`src/hw/rtl/frq_pkg.sv`:
```
// Shared types and constants for the run queue scheduler.
package frq_pkg;

  localparam int ID_W            = 16;
  localparam int OCC_W           = 5;
  localparam int QUEUE_DEPTH_DEF = 16;

  typedef enum logic [1:0] {
    KIND_ENQ   = 2'd0,
    KIND_DEQ   = 2'd1,
    KIND_YIELD = 2'd2,
    KIND_PICK  = 2'd3
  } kind_t;

  typedef enum logic [1:0] {
    STAT_OK     = 2'd0,
    STAT_EMPTY  = 2'd1,
    STAT_FULL   = 2'd2,
    STAT_ABSENT = 2'd3
  } status_t;

  // Per-slot control from the sequencer to one cell.
  typedef struct packed {
    logic cmp;
    logic shift;
    logic load;
  } cell_ctl_t;

endpackage

```
`src/hw/rtl/fifo_run_queue_scheduler_core.sv`:
```
// Run queue scheduler: sequencer plus a chain of slot cells.
// The result strobe follows the start transfer through ST_CMP and ST_APPLY,
//   the per-slot compare register and the shift/load apply step. A new
//   start is taken only while busy is low, which includes the cycle that
//   the previous result is on out_*.
// Reset (rst_n low, synchronous): queue empty, sequencer idle, no strobe.
// The receiver cannot stall: each result is shown for exactly one cycle.
module fifo_run_queue_scheduler_core
  import frq_pkg::*;
#(
  parameter int QUEUE_DEPTH = QUEUE_DEPTH_DEF
) (
  input  logic             clk,
  input  logic             rst_n,
  input  logic             start,
  output logic             busy,
  input  logic [1:0]       in_kind,
  input  logic [ID_W-1:0]  in_task_id,
  output logic             out_valid,
  output logic [ID_W-1:0]  out_picked_id,
  output logic [1:0]       out_status,
  output logic [OCC_W-1:0] out_occupancy
);

  localparam int CW   = $clog2(QUEUE_DEPTH + 1);
  localparam int LVLS = $clog2(QUEUE_DEPTH);

  typedef enum logic [2:0] {
    ST_IDLE  = 3'b001,
    ST_CMP   = 3'b010,
    ST_APPLY = 3'b100
  } state_t;

  state_t          state_r, state_nxt;
  kind_t           kind_r;
  logic [ID_W-1:0] id_r;
  logic [CW-1:0]   count_r, count_nxt;

  logic             out_valid_r;
  logic [ID_W-1:0]  out_picked_id_r, picked_nxt;
  status_t          out_status_r, status_nxt;
  logic [OCC_W-1:0] out_occupancy_r;

  logic [ID_W-1:0]        cell_data [QUEUE_DEPTH];
  logic [QUEUE_DEPTH-1:0] match_vec;
  logic [QUEUE_DEPTH-1:0] found_incl;
  cell_ctl_t              cell_ctl [QUEUE_DEPTH];

  logic          accept;
  logic          apply;
  logic          full;
  logic          any_found;
  logic          do_shift;
  logic          do_load;
  logic [CW-1:0] tail_idx;

  assign busy   = (state_r != ST_IDLE);
  assign accept = start && !busy;
  assign apply  = (state_r == ST_APPLY);

  // Sequencer: latch the command, compare in all slots, then apply.
  always_comb begin
    state_nxt = state_r;
    unique case (state_r)
      ST_IDLE: begin
        if (start) state_nxt = ST_CMP;
      end
      ST_CMP:   state_nxt = ST_APPLY;
      ST_APPLY: state_nxt = ST_IDLE;
      default:  state_nxt = ST_IDLE;
    endcase
  end

  always_ff @(posedge clk) begin
    if (!rst_n) begin
      state_r <= ST_IDLE;
    end else begin
      state_r <= state_nxt;
    end
  end

  always_ff @(posedge clk) begin
    if (accept) begin
      kind_r <= kind_t'(in_kind);
      id_r   <= in_task_id;
    end
  end

  // Inclusive prefix OR of slot matches: every slot at or above the first
  // match takes its upper neighbor, which closes the gap.
  always_comb begin
    logic [QUEUE_DEPTH-1:0] lvl;
    logic [QUEUE_DEPTH-1:0] tmp;
    lvl = match_vec;
    for (int l = 0; l < LVLS; l++) begin
      tmp = lvl;
      for (int i = 0; i < QUEUE_DEPTH; i++) begin
        if (i >= (1 << l)) tmp[i] = lvl[i] | lvl[i - (1 << l)];
      end
      lvl = tmp;
    end
    found_incl = lvl;
  end

  assign any_found = found_incl[QUEUE_DEPTH-1];
  assign full      = (count_r == CW'(QUEUE_DEPTH));

  // Decide the outcome of the latched command.
  always_comb begin
    count_nxt  = count_r;
    status_nxt = STAT_OK;
    picked_nxt = '0;
    do_shift   = 1'b0;
    do_load    = 1'b0;
    tail_idx   = count_r;
    unique case (kind_r)
      KIND_ENQ: begin
        if (full) begin
          status_nxt = STAT_FULL;
        end else begin
          do_load   = 1'b1;
          count_nxt = count_r + CW'(1);
        end
      end
      KIND_DEQ: begin
        if (!any_found) begin
          status_nxt = STAT_ABSENT;
        end else begin
          do_shift  = 1'b1;
          count_nxt = count_r - CW'(1);
        end
      end
      KIND_YIELD: begin
        tail_idx = count_r - CW'(1);
        if (!any_found) begin
          status_nxt = STAT_ABSENT;
        end else begin
          do_shift = 1'b1;
          do_load  = 1'b1;
        end
      end
      KIND_PICK: begin
        if (count_r == '0) begin
          status_nxt = STAT_EMPTY;
        end else begin
          picked_nxt = cell_data[0];
        end
      end
      default: status_nxt = STAT_OK;
    endcase
  end

  always_ff @(posedge clk) begin
    if (!rst_n) begin
      count_r     <= '0;
      out_valid_r <= 1'b0;
    end else begin
      out_valid_r <= apply;
      if (apply) count_r <= count_nxt;
    end
  end

  // Hold the result fields for the strobe cycle.
  always_ff @(posedge clk) begin
    if (apply) begin
      out_picked_id_r <= picked_nxt;
      out_status_r    <= status_nxt;
      out_occupancy_r <= OCC_W'(count_nxt);
    end
  end

  // Chain of slot cells; slot 0 is the head.
  for (genvar g = 0; g < QUEUE_DEPTH; g++) begin : g_cell
    logic [ID_W-1:0] upper;

    if (g == QUEUE_DEPTH - 1) begin : g_last
      assign upper = '0;
    end else begin : g_mid
      assign upper = cell_data[g+1];
    end

    assign cell_ctl[g].cmp   = (state_r == ST_CMP);
    assign cell_ctl[g].shift = apply && do_shift && found_incl[g];
    assign cell_ctl[g].load  = apply && do_load && (tail_idx == CW'(g));

    frq_cell #(
      .IDX (g),
      .CW  (CW)
    ) u_cell (
      .clk       (clk),
      .ctl       (cell_ctl[g]),
      .count     (count_r),
      .id        (id_r),
      .next_data (upper),
      .data_o    (cell_data[g]),
      .match_o   (match_vec[g])
    );
  end

  assign out_valid     = out_valid_r;
  assign out_picked_id = out_picked_id_r;
  assign out_status    = out_status_r;
  assign out_occupancy = out_occupancy_r;

endmodule

```
`src/hw/rtl/frq_cell.sv`:
```
// One queue slot: holds a task id, compares it, shifts from its upper neighbor.
module frq_cell
  import frq_pkg::*;
#(
  parameter int IDX = 0,
  parameter int CW  = 5
) (
  input  logic            clk,
  input  cell_ctl_t       ctl,
  input  logic [CW-1:0]   count,
  input  logic [ID_W-1:0] id,
  input  logic [ID_W-1:0] next_data,
  output logic [ID_W-1:0] data_o,
  output logic            match_o
);

  logic [ID_W-1:0] data_r;
  logic            match_r;
  logic            occupied;

  assign occupied = (count > CW'(IDX));

  always_ff @(posedge clk) begin
    if (ctl.cmp) begin
      match_r <= occupied && (data_r == id);
    end
    // Load wins: the tail slot of a yield takes the id, not its neighbor.
    if (ctl.load) begin
      data_r <= id;
    end else if (ctl.shift) begin
      data_r <= next_data;
    end
  end

  assign data_o  = data_r;
  assign match_o = match_r;

endmodule
```
`config.mk`:
```
export PLATFORM = sky130hd
export DESIGN_NAME = fifo_run_queue_scheduler_core
export DESIGN_NICKNAME = d
export VERILOG_FILES = /design/src/hw/rtl/frq_pkg.sv /design/src/hw/rtl/fifo_run_queue_scheduler_core.sv /design/src/hw/rtl/frq_cell.sv
export SDC_FILE = /design/constraint.sdc
export NUM_CORES = 1
export LEC_CHECK = 0
export BUFFER_PORTS_ARGS = -buffer_cell sky130_fd_sc_hd__buf_2
export CAP_MARGIN = 20
export CORE_MARGIN = 2
export CORE_UTILIZATION = 50
export CTS_CLUSTER_DIAMETER = 100
export DETAILED_ROUTE_END_ITERATION = 10
export GPL_ROUTABILITY_DRIVEN = 0
export HOLD_SLACK_MARGIN = 0.08
export PLACE_DENSITY = 0.7
export SLEW_MARGIN = 20
export SYNTH_ARGS = -nofsm -noshare
export SYNTH_HDL_FRONTEND = slang
export SYNTH_HIERARCHICAL = 1
export SYNTH_SLANG_ARGS = --single-unit
```
`constraint.sdc`:
```
create_clock -name clk -period 3.04 [get_ports clk]
set_input_delay 0.152 -clock clk [delete_from_list [all_inputs] [get_ports clk]]
set_output_delay 0.152 -clock clk [all_outputs]
set_load 0.02 [all_outputs]
```
==> results.md <==
* Status: finished, final reports clean
* Final Instance Count excl. Fillers at 1814
* Yosys top cell by area: edfxtp_1
* Number of fillers in the final layout at 2602
* Leakage at 6.50 nW
* Worst R2R Path Depth at 9
* First-pass GRT wire length at 62.4 mm
* Initial Utilization at 50.7%
* Worst Hold Class: in2reg
* Clock slew at reported path FFs at 0.06 ns
* Vias at 10200
* Residual DRC at 0
* DRT iter0 DRCs at 935
* Most common cell in the netlist: edfxtp_1
* Post-Synthesis Cells at 1193
* CTS tree: done
* Final nets at 1372
* Final Cycle Share at 95.7%
* CTS buffer count at 36
* DR pass1 iterations at 5
* Top cell type's share of synthesized area at 55.4%
* Critical path fanouts, max at 17
* Critical path startpoint category: flop
* Max Slew Vio Count at 0
* Hold wc startpoint: in_kind[0]
* Endpoints failing hold at 0
* I/O pins at 46
* CP top delay family: simple AND/OR/NAND/NOR gates
* Port Buf Inserts at 45
* Met1 Wirelength at 16.7 mm
* Placement Cell Area at 18400 um^2
* H-tree Lvls at 2
* Sequential area share after synthesis at 56.4%
* Row Count at 67
* Min Clock Period, post-route at 2.91 ns
* Worst slew pin tran at 0.880 ns
* Wire per inst at 22.3 um
* Fin worst setup slack at 0.131 ns
* Worst reg2reg path startpoint: count_r[0]$_SDFFE_PN0P_
* Met3 wire length at 2.28 mm
* Multi-input logic area at 7240 um^2
* CP Buf/Inv Count at 2
* CP Class: reg2reg
* Fmax at 344 MHz
* Root buf cell: clkbuf_16
* Setup repair bufs after CTS at 0
* Routed wire length at 40.4 mm
* Clock Sinks at 322
* Layout Skew at 0.0225 ns
* Metal2 WL at 20.1 mm
* FF+latch area at 9580 um^2
* Share of cells above drive strength 1 at 33.6%
* Relative slew slack at 41.3%
* DR top layer: met4
* CP max stage delay at 0.46 ns
* Worst skew pair latency at 0.52 ns
* Syn Area/Cell at 14.2 um^2
* Core area at 33400 um^2
* Fin util at 58.9%
* Pwr dens at 491 nW/um^2
* CP Capture Type: flop
* Initial antenna violation count at 0
* ANT nets after route at 0
* Vias in the first global route at 10700
* Final TNS setup at 0 ns
* Max Cap Viol at 0
* Die width at 188 um
* Crit path DAT at 3.12 ns
* YS warnings at 6
* Clk buf depth at 3
* Yosys reg bits at 322
* Chip height at 188 um
* Total inserted antenna cells at 0
* Critical R2R Capture: g_cell[1].u_cell/data_o[9]$_DFFE_PP_
* Hold Path Depth at 2
* Largest cells by area after synthesis: edfxtp_1 (55%), mux2_2 (15%), xnor2_1 (6.8%)
* Area delta synth->final at 16.1%
* Critical Path RT at 3.25 ns
* Cell Area, Synth at 17000 um^2
* Post-synth EDFFs at 313
* Synth top cells by count: edfxtp_1 (313), mux2_2 (226), xnor2_1 (131)
* Pwr Total at 9.67 mW
* Peak supply drop at 0.409 mV
* Worst Hold Margin at 0.333 ns
* Setup repair after global routing missed its margin: false
* Final Cell Area at 19700 um^2
* Finish-stage setup viols at 0
* DP Wirelength at 28.0 mm
* Tot GR Track Use at 23.0%
* Hold Crit Endpoint: kind_r[0]$_DFFE_PP_
* Vias per cell at 5.65
* Netlist cell types at 66
* Worst reg2reg setup slack at 0.13 ns
* Largest net degree at the start of global routing at 34
* Place WS at 0.176 ns
* Ys flop type: edfxtp_1
* Die area at 35400 um^2
* Grt ovf at 0
* Async set-or-reset flop fraction in the synthesized netlist at 0%
* Slowest cell on crit path: or2_2
* Critical path cell sequence: inv_1 > ha_1 > or3b_1 > a21o_1 > a22o_1 > o211ai_1 > nor2_1 > buf_12 > or2_2
* DP Cell Count at 1736
==> area by class of cell <==
class / count / share of cell area [%]
Tap cell: 448 / 2.85
Inverter: 12 / 0.229
Timing Repair Buffer: 143 / 5.88
Clock buffer: 41 / 4.94
Clock inverter: 18 / 0.718
Sequential cell: 322 / 48.6
Multi-Input combinational cell: 830 / 36.8
==> power by group <==
part           internal, mW  switching, mW
Sequential             4.84         0.0721
Combinational         0.245          0.337
Clock                  2.45           1.73
==> routing by layer <==
layer	vias up	global-route usage, %
met5	-	0
met4	0	8.30
met3	71	4.34
met2	262	39.5
met1	5134	29.2
li1	4776	-
==> sequential cells by signal, summed over array words and instances, names as in the netlist <==
signal and count:
kind_r 2, out_valid 1, id_r 16, state_r 3
out_status 2, count_r 5, out_picked_id 16, out_occupancy 5
g_cell.u_cell/data_o 256, g_cell.u_cell/match_o 16
==> worst register-to-register path: stages, from the launching register on <==
cell and delay, ns:
dfxtp_2 0.32, inv_1 0.10, ha_1 0.32, or3b_1 0.46, a21o_1 0.22, a22o_1 0.23
o211ai_1 0.15, nor2_1 0.13, buf_12 0.21, or2_2 0.46
==> placed cells by master, fill, tap and decap left out, types with 19 or more instances in the layout <==
cell / netlist / routed
edfxtp_1: 313 / 313
mux2_2: 226 / 226
xnor2_1: 131 / 130
xor2_1: 127 / 127
buf_4: 7 / 67
buf_2: 25 / 45
clkbuf_16: 0 / 38
nand4_1: 33 / 33
nor2_1: 32 / 32
mux2_1: 30 / 30
nor4_1: 24 / 24
and2_1: 21 / 21
dlygate4sd3_1: 0 / 19
==> kinds of logic (layout without fill, tap and decap cells) <==
kind of cell | Yosys count | in the layout | synth area share (%)
multiplexers | 257 | 257 | 17.0
buffers and inverters | 56 | 214 | 1.67
XOR/XNOR | 258 | 258 | 13.3
other | 1 | 16 | 0.0221
AO/OA/AOI/OAI | 73 | 73 | 2.96
AND/OR/NAND/NOR | 220 | 220 | 8.10
adder cells (fa/ha/maj) | 6 | 6 | 0.442
flip-flops | 322 | 322 | 56.4
==> how the worst max path moves through the flow <==
stage | from | depth (start not counted) | end | slack, ns
after floorplan | count_r[0]$_SDFFE_PN0P_ | 11 | g_cell[0].u_cell/data_o[10]$_DFFE_PP_ | 0.01
after global placement | count_r[0]$_SDFFE_PN0P_ | 9 | g_cell[1].u_cell/data_o[7]$_DFFE_PP_ | 0.21
after detailed placement | count_r[0]$_SDFFE_PN0P_ | 9 | g_cell[1].u_cell/data_o[7]$_DFFE_PP_ | 0.18
after CTS | count_r[0]$_SDFFE_PN0P_ | 9 | g_cell[1].u_cell/data_o[9]$_DFFE_PP_ | 0.15
after global routing | count_r[0]$_SDFFE_PN0P_ | 9 | g_cell[1].u_cell/data_o[13]$_DFFE_PP_ | 0.02
final | count_r[0]$_SDFFE_PN0P_ | 9 | g_cell[1].u_cell/data_o[9]$_DFFE_PP_ | 0.13
==> repair_timing <==
item,in CTS,in global routing
hold buffers,19,0
hold endpoints to repair,26,0
endpoints found under the setup margin,0,32
gates resized for setup,0,2
Note: power is estimated with default switching activity, not from simulation.
